**src/rtl/core/nfa_sa_pkg.sv**
```systemverilog
`timescale 1ns / 1ps
// ----------------------------------------------------------------------------
// nfa_sa_pkg
// Shared types and constants of the NFA string acceptor: stream packing,
// item kinds, register addresses and the edge table entry layout.
// ----------------------------------------------------------------------------
package nfa_sa_pkg;

    // Stream payload widths; the tdata widths are padded to whole bytes.
    localparam int IN_TDATA_W  = 40;
    localparam int IN_TUSER_W  = 3;
    localparam int OUT_TDATA_W = 40;

    // Configuration port address width (two 32-bit registers).
    localparam int ADDR_W = 3;

    // Item kinds carried in the low bits of the input tuser.
    localparam logic [1:0] MODE_LOAD  = 2'd0;
    localparam logic [1:0] MODE_CHAR  = 2'd1;
    localparam logic [1:0] MODE_EMPTY = 2'd2;

    // Register select, taken from paddr[2].
    localparam logic REG_FINAL_MASK = 1'b0;
    localparam logic REG_EDGE_COUNT = 1'b1;

    // One edge table entry: source state, symbol byte, target state.
    typedef struct packed {
        logic [4:0] src;
        logic [7:0] sym;
        logic [4:0] dst;
    } edge_t;

    localparam int EDGE_W = $bits(edge_t);

endpackage

```
**src/rtl/core/nfa_sa_ram.sv**
```systemverilog
`timescale 1ns / 1ps
// ----------------------------------------------------------------------------
// nfa_sa_ram
// Generic single-write, single-read RAM with a registered read port.
// ----------------------------------------------------------------------------
module nfa_sa_ram #(
    parameter int WIDTH = 18,
    parameter int DEPTH = 128
) (
    input  logic                                   clk,
    input  logic                                   we,
    input  logic [((DEPTH > 1) ? $clog2(DEPTH) : 1)-1:0] waddr,
    input  logic [WIDTH-1:0]                       wdata,
    input  logic [((DEPTH > 1) ? $clog2(DEPTH) : 1)-1:0] raddr,
    output logic [WIDTH-1:0]                       rdata
);

    logic [WIDTH-1:0] mem [DEPTH];

    always_ff @(posedge clk)
    begin
        if (we)
        begin
            mem[waddr] <= wdata;
        end
        rdata <= mem[raddr];
    end

endmodule

```
**src/rtl/core/nfa_string_acceptor_top.sv**
```systemverilog
`timescale 1ns / 1ps
// ----------------------------------------------------------------------------
// nfa_string_acceptor_top
// Epsilon-free NFA simulator: loads edges into a table and steps a bitset of
// active states over a byte string, reporting acceptance at string end.
// ----------------------------------------------------------------------------
// Usage:
// The input stream carries three kinds of transfer, selected by s_tuser[1:0].
// A load transfer writes one edge into the edge table.
// A character transfer steps the active state set; s_tuser[2] restarts the
// set at state zero and s_tlast marks the final character of the string.
// An empty-string query reports state zero alone against final_mask.
// A character walks the loaded edges one per cycle through a single compare
// unit fed by the edge table RAM (edge_count clipped to EDGES); s_tready
// stays low while the walk runs and, for the final character of a string,
// until its result moves into the output register.
// A final character's result is formed in the DONE state after its walk;
// an empty-string query goes to the DONE state directly.
// Results leave through one output register on the m_ stream. If the
// receiver stalls, the block still takes loads and non-final characters;
// a second result waits in the sequencer until the register frees up.
// Reset clears final_mask and edge_count and sets the active set to state
// zero; the edge table content is undefined until loaded. The user must write
// the APB port only while no work is in flight; the block does not enforce it.
// ----------------------------------------------------------------------------
module nfa_string_acceptor_top #(
    parameter int STATES = 32,
    parameter int EDGES  = 128
) (
    input  logic                                   clk,
    input  logic                                   rst_n,

    // Input stream.
    input  logic                                   s_tvalid,
    output logic                                   s_tready,
    // edge_slot[6:0], edge_from[11:7], edge_symbol[19:12], edge_to[24:20],
    // symbol[32:25], zero fill [39:33]
    input  logic [nfa_sa_pkg::IN_TDATA_W-1:0]      s_tdata,
    // mode[1:0], first[2]
    input  logic [nfa_sa_pkg::IN_TUSER_W-1:0]      s_tuser,
    input  logic                                   s_tlast,

    // Result stream.
    output logic                                   m_tvalid,
    input  logic                                   m_tready,
    // accepted[0], active_states[32:1], zero fill [39:33]
    output logic [nfa_sa_pkg::OUT_TDATA_W-1:0]     m_tdata,

    // Configuration port.
    input  logic                                   psel,
    input  logic                                   penable,
    input  logic                                   pwrite,
    input  logic [nfa_sa_pkg::ADDR_W-1:0]          paddr,
    input  logic [31:0]                            pwdata,
    output logic [31:0]                            prdata,
    output logic                                   pready
);

    import nfa_sa_pkg::*;

    // Table address width, and a count width that can also hold EDGES.
    localparam int AW = (EDGES > 1) ? $clog2(EDGES) : 1;
    localparam int CW = $clog2(EDGES + 1);
    localparam logic [15:0] EDGES_W = 16'(EDGES);
    // States at or above STATES never become active.
    localparam logic [31:0] STATE_MASK =
        (STATES >= 32) ? 32'hFFFF_FFFF : 32'((64'd1 << STATES) - 64'd1);

    localparam logic [1:0] ST_IDLE = 2'd0;
    localparam logic [1:0] ST_RUN  = 2'd1;
    localparam logic [1:0] ST_DONE = 2'd2;

    // Configuration registers.
    logic [31:0]   final_mask_reg;
    logic [7:0]    edge_count_reg;

    // Sequencer and datapath registers.
    logic [1:0]    state_reg, state_next;
    logic [31:0]   active_reg, active_next;
    logic [31:0]   acc_reg, acc_next;
    logic [CW-1:0] idx_reg, idx_next;
    logic [CW-1:0] n_reg, n_next;
    logic [7:0]    sym_reg, sym_next;
    logic          last_reg, last_next;
    logic          pend_reg, pend_next;

    // Output register.
    logic                   out_valid_reg, out_valid_next;
    logic [OUT_TDATA_W-1:0] out_data_reg, out_data_next;

    // Input field views.
    logic [1:0]    in_mode;
    logic          in_first;
    logic [6:0]    in_slot;
    edge_t         in_edge;
    logic [7:0]    in_symbol;
    logic          in_fire;

    // Edge table access.
    logic          ram_we;
    logic [AW-1:0] ram_waddr;
    logic [AW-1:0] ram_raddr;
    edge_t         ram_rdata;
    logic [15:0]   slot_ext;
    logic [15:0]   cnt_ext;
    logic [15:0]   cnt_clip;

    // Compare unit.
    logic          issue;
    logic          hit;
    logic [31:0]   dst_bit;
    logic          out_free;

    assign in_mode     = s_tuser[1:0];
    assign in_first    = s_tuser[2];
    assign in_slot     = s_tdata[6:0];
    assign in_edge.src = s_tdata[11:7];
    assign in_edge.sym = s_tdata[19:12];
    assign in_edge.dst = s_tdata[24:20];
    assign in_symbol   = s_tdata[32:25];

    // Loads and characters are only taken while the sequencer is idle.
    assign s_tready = (state_reg == ST_IDLE);
    assign in_fire  = s_tvalid && s_tready;

    assign m_tvalid = out_valid_reg;
    assign m_tdata  = out_data_reg;
    assign out_free = !out_valid_reg || m_tready;

    // ------------------------------------------------------------------
    // Configuration port.
    // ------------------------------------------------------------------
    assign pready = 1'b1;

    always_comb
    begin
        case (paddr[2])
            REG_FINAL_MASK: prdata = final_mask_reg;
            REG_EDGE_COUNT: prdata = {24'd0, edge_count_reg};
            default:        prdata = 32'd0;
        endcase
    end

    always_ff @(posedge clk or negedge rst_n)
    begin
        if (!rst_n)
        begin
            final_mask_reg <= 32'd0;
            edge_count_reg <= 8'd0;
        end
        else if (psel && penable && pwrite && pready)
        begin
            if (paddr[2] == REG_FINAL_MASK)
            begin
                final_mask_reg <= pwdata;
            end
            else
            begin
                edge_count_reg <= pwdata[7:0];
            end
        end
    end

    // ------------------------------------------------------------------
    // Edge table.
    // ------------------------------------------------------------------
    // Slots beyond the table are dropped; edge counts beyond it are clipped.
    assign slot_ext  = {9'd0, in_slot};
    assign ram_waddr = slot_ext[AW-1:0];
    assign ram_we    = in_fire && (in_mode == MODE_LOAD) && (slot_ext < EDGES_W);
    assign cnt_ext   = {8'd0, edge_count_reg};
    assign cnt_clip  = (cnt_ext > EDGES_W) ? EDGES_W : cnt_ext;
    assign ram_raddr = idx_reg[AW-1:0];

    nfa_sa_ram #(
        .WIDTH (EDGE_W),
        .DEPTH (EDGES)
    ) u_edge_ram (
        .clk   (clk),
        .we    (ram_we),
        .waddr (ram_waddr),
        .wdata (in_edge),
        .raddr (ram_raddr),
        .rdata (ram_rdata)
    );

    // ------------------------------------------------------------------
    // Compare unit: one table entry per cycle. The read issued in one
    // cycle is compared in the next, so the walk ends with a compare after its last read.
    // ------------------------------------------------------------------
    assign issue   = (state_reg == ST_RUN) && (idx_reg < n_reg);
    assign dst_bit = (32'd1 << ram_rdata.dst) & STATE_MASK;
    assign hit     = pend_reg && (ram_rdata.sym == sym_reg)
                     && active_reg[ram_rdata.src];

    always_comb
    begin
        state_next     = state_reg;
        active_next    = active_reg;
        acc_next       = acc_reg;
        idx_next       = idx_reg;
        n_next         = n_reg;
        sym_next       = sym_reg;
        last_next      = last_reg;
        pend_next      = issue;
        out_valid_next = out_valid_reg;
        out_data_next  = out_data_reg;

        if (out_valid_reg && m_tready)
        begin
            out_valid_next = 1'b0;
        end

        case (state_reg)
            ST_IDLE:
            begin
                if (in_fire)
                begin
                    case (in_mode)
                        MODE_CHAR:
                        begin
                            if (in_first)
                            begin
                                active_next = 32'd1;
                            end
                            acc_next   = 32'd0;
                            idx_next   = '0;
                            n_next     = cnt_clip[CW-1:0];
                            sym_next   = in_symbol;
                            last_next  = s_tlast;
                            state_next = ST_RUN;
                        end
                        MODE_EMPTY:
                        begin
                            acc_next    = 32'd1;
                            active_next = 32'd1;
                            state_next  = ST_DONE;
                        end
                        default:
                        begin
                            // Loads write the table directly; mode 3 is a no-op.
                        end
                    endcase
                end
            end
            ST_RUN:
            begin
                if (issue)
                begin
                    idx_next = idx_reg + 1'b1;
                end
                if (hit)
                begin
                    acc_next = acc_reg | dst_bit;
                end
                if (!issue && !pend_reg)
                begin
                    if (last_reg)
                    begin
                        active_next = 32'd1;
                        state_next  = ST_DONE;
                    end
                    else
                    begin
                        active_next = acc_reg;
                        state_next  = ST_IDLE;
                    end
                end
            end
            ST_DONE:
            begin
                if (out_free)
                begin
                    out_valid_next = 1'b1;
                    out_data_next  = {7'd0, acc_reg,
                                      |(acc_reg & final_mask_reg & STATE_MASK)};
                    state_next     = ST_IDLE;
                end
            end
            default:
            begin
                state_next = ST_IDLE;
            end
        endcase
    end

    always_ff @(posedge clk or negedge rst_n)
    begin
        if (!rst_n)
        begin
            state_reg     <= ST_IDLE;
            active_reg    <= 32'd1;
            pend_reg      <= 1'b0;
            out_valid_reg <= 1'b0;
            idx_reg       <= '0;
            n_reg         <= '0;
        end
        else
        begin
            state_reg     <= state_next;
            active_reg    <= active_next;
            pend_reg      <= pend_next;
            out_valid_reg <= out_valid_next;
            idx_reg       <= idx_next;
            n_reg         <= n_next;
        end
    end

    always_ff @(posedge clk)
    begin
        acc_reg      <= acc_next;
        sym_reg      <= sym_next;
        last_reg     <= last_next;
        out_data_reg <= out_data_next;
    end

`ifndef SYNTHESIS
    // A pending table read only exists while the edge walk runs.
    a_pend_in_run: assert property (@(posedge clk) disable iff (!rst_n)
        pend_reg |-> (state_reg == ST_RUN))
        else $error("edge read pending outside the walk");

    // The walk index never passes the clipped edge count.
    a_idx_bound: assert property (@(posedge clk) disable iff (!rst_n)
        (state_reg == ST_RUN) |-> (idx_reg <= n_reg))
        else $error("edge index ran past the edge count");

    // A finished result holds in the sequencer while the output is stalled.
    a_done_waits: assert property (@(posedge clk) disable iff (!rst_n)
        (state_reg == ST_DONE && out_valid_reg && !m_tready)
        |=> (state_reg == ST_DONE))
        else $error("result dropped while output stalled");

    // The accept flag agrees with the reported set and the final states.
    a_accept_flag: assert property (@(posedge clk) disable iff (!rst_n)
        m_tvalid |-> (m_tdata[0] == |(m_tdata[32:1] & final_mask_reg & STATE_MASK)))
        else $error("accept flag disagrees with active states");

    // States beyond the configured count never show up in a result.
    a_state_range: assert property (@(posedge clk) disable iff (!rst_n)
        m_tvalid |-> ((m_tdata[32:1] & ~STATE_MASK) == 32'd0))
        else $error("out-of-range state reported active");
`endif

endmodule
```
**config.mk**
```make
export PLATFORM = sky130hd
export DESIGN_NAME = nfa_string_acceptor_top
export DESIGN_NICKNAME = d
export VERILOG_FILES = /design/src/rtl/core/nfa_sa_pkg.sv /design/src/rtl/core/nfa_sa_ram.sv /design/src/rtl/core/nfa_string_acceptor_top.sv
export SDC_FILE = /design/constraint.sdc
export NUM_CORES = 2
export LEC_CHECK = 0
export CAP_MARGIN = 15
export CORE_ASPECT_RATIO = 0.7
export CORE_MARGIN = 5
export CORE_UTILIZATION = 60
export CTS_BUF_LIST = sky130_fd_sc_hd__clkbuf_2 sky130_fd_sc_hd__clkbuf_4 sky130_fd_sc_hd__clkbuf_8
export DETAILED_ROUTE_END_ITERATION = 8
export DONT_BUFFER_PORTS = 1
export MAX_ROUTING_LAYER = met4
export PLACE_DENSITY = 0.76
export SYNTH_ARGS = -nofsm -noshare
export SYNTH_HDL_FRONTEND = slang
export SYNTH_SLANG_ARGS = --single-unit
```
**constraint.sdc**
```tcl
create_clock -name clk -period 6.32 [get_ports clk]
set_input_delay 1.264 -clock clk [delete_from_list [all_inputs] [get_ports clk]]
set_output_delay 1.264 -clock clk [all_outputs]
set_load 0.02 [all_outputs]
```
==> results.ini <==
[layout]
largest_register_ffs=2304
top_register=u_edge_ram.mem
utilization_pct=66.32
final_cell_area_sq_mm=0.1063
multi_input_area_sq_mm=0.02114
layout.cells.non_filler=7431
layout.nets=5124
regArea_sq_mm=0.07409
drive_above_1_share_pct=26.16
fill_cells=10020
area_growth_pct=10.07

[yosys]
synth.most_common_cell=edfxtp_1
synth_edf_count=2378
ys_ff_latch=2488
synth_ff_type=edfxtp_1
avgSynthCellArea_sq_um=20.31
synth_cell_types=70
synth_area_leader_cell=edfxtp_1
yosysSeqAreaShare_pct=76.67
yosys_warnings=0
synth-async-reset-ratio_pct=3.698
yosys-top-cells-area=edfxtp_1 (74%), mux4_2 (9.4%), mux2i_1 (3.9%)
synth_top_area_share_pct=73.91
netlist_instances=4758
syn_area_sq_mm=0.09662
synth_common_cells=edfxtp_1 (2,378), mux4_2 (403), mux2i_1 (378), nor2_1 (196), a22oi_1 (120)

[floorplanning]
num_io_pins=161
core_sq_mm=0.1604
row_count=123
die_h_um=345.7
die_w_um=489.6
initial_utilization_pct=60.25
die-area_sq_mm=0.1693

[timing]
period_minus_slack_ns=4.167
rsz0062_at_grt=no
max_freq_ghz=0.2400
finalHoldViolCount=0
setup_tns_ns=0
slew_viol_final=0
worst_slew_pin_slew_ns=1.246
finalClockSkew_ns=0.06731
setup-violations-final=0
post-route-period-util_pct=65.94
fin_hold_ws_ns=0.1176
setup_ws_ns=2.153
timing.slew.headroom_pct=16.87

[place]
place.gp.congestion=0.8923
placed_area_sq_mm=0.09931
dp_slack_ns=2.028
dp.cells=6777
dp_hpwl_um=142100
port-buffer-count=0

[clock_network]
clkTransAtPathRegs_ns=0.07
clk_latency_ns=1.07
post_cts_buffers=0
h-tree-depth=5
cts_made_buffers=363
cts-root-buf=clkbuf_8
cts_buffer_depth=4
cts_tree=yes
clock-sinks=2488

[status]
status=finished, final reports clean

[drt]
remaining_drc_errors=0
drt_iter0_markers=8823
via_per_inst=6.775
dr.pass1.iters=7
wl_um=242500
vias=50340
wl_per_cell_um=32.64
antenna_left=0

[power]
p_per_area_mw_per_mm2=374.2
power_mw=39.79
ir_worst_vdd_v=0.0003860
p_leak_nw=33.66

[global_route]
grt_use_total_pct=29.44
grt_pass1_vias=48260
grt_max_degree=129
grt_pass1_wl_um=346400
antenna_found_initial=11
grt.overflow.total=0

[run]
timing.max_cap.violations=0

[setup_path]
required_ns=7.05
reg2reg_slack_ns=2.15
critPathMaxFanout=16
r2r-start=state_reg[1]
crit_type=register to register
end_kind=register
r2r_cells=7
worst_setup_path_start_kind=register
r2r_end=u_edge_ram.mem[63][2]
worst_ep_arrival_time_ns=4.90

[hold_path]
hold_path_class=input port to async pin

## cells by family after synthesis
group / after synthesis / synth area share (%)
adder cells (fa/ha/maj): 8 / 0.1036
XOR/XNOR: 9 / 0.08159
AND/OR/NAND/NOR: 457 / 2.147
AO/OA/AOI/OAI: 615 / 4.552
buffers and inverters: 287 / 1.838
other: 2 / 0.007773
flip-flops: 2488 / 76.67
multiplexers: 892 / 14.60
## routing by layer
layer	track usage (%)	share of wire, %	up-vias
li1	-	-	20260
met1	45.08	40	25950
met2	38.99	43	3710
met3	8.504	14	422
met4	8.520	2.8	0
met5	-	0	-
## worst max-delay path by stage
stage               slack, ns    startpoint                      end
floorplan                2.73    s_tuser[1]               acc_reg[0]
global placement         2.04      s_tvalid   u_edge_ram.mem[115][6]
detailed placement       2.03      s_tvalid  u_edge_ram.mem[107][17]
CTS                      2.23  state_reg[1]   u_edge_ram.mem[107][1]
global route             2.08    idx_reg[0]     u_edge_ram.rdata[14]
finish                   2.15  state_reg[1]    u_edge_ram.mem[63][2]
## critical path: stages (launching register included)
cell and delay [ns]:
dfrtp_1 0.42, nor2_1 0.47, nand2_1 0.27, nor4b_2 0.75
nand3_2 0.85, buf_4 0.51, nor2_2 0.20, buf_4 0.34
## cells in the final DEF (no fill, tap or decap), types with 93 or more instances in the layout
master,count
nor2_1,93
nor2_2,102
edfxtp_1,2378
clkbuf_8,374
mux4_2,403
clkbuf_4,145
nand2_1,116
mux2i_1,378
mux2_2,111
a21oi_1,108
a22oi_1,120
buf_4,149
## where the power goes
group	internal, mW	total [mW]	leakage [nW]	switching [mW]
Sequential	18.4	19.0	22.7	0.564
Combinational	3.64	8.57	7.35	4.94
Clock	6.35	12.2	3.60	5.87
## timing repair
action	in CTS	in global routing
resized for setup	0	0
hold endpoints to repair	91	0
hold buffers	2	0
## final cells by class
type | instances | area share (%)
clock buffers | 519 | 5.864
diodes | 19 | 0.04471
flip-flops and latches | 2488 | 69.67
inverters | 13 | 0.04588
well taps | 2125 | 2.500
repair buffers | 175 | 1.545
clock inverters | 103 | 0.4506
multi-input cells | 1989 | 19.88
(Power assumes the default switching activity.)
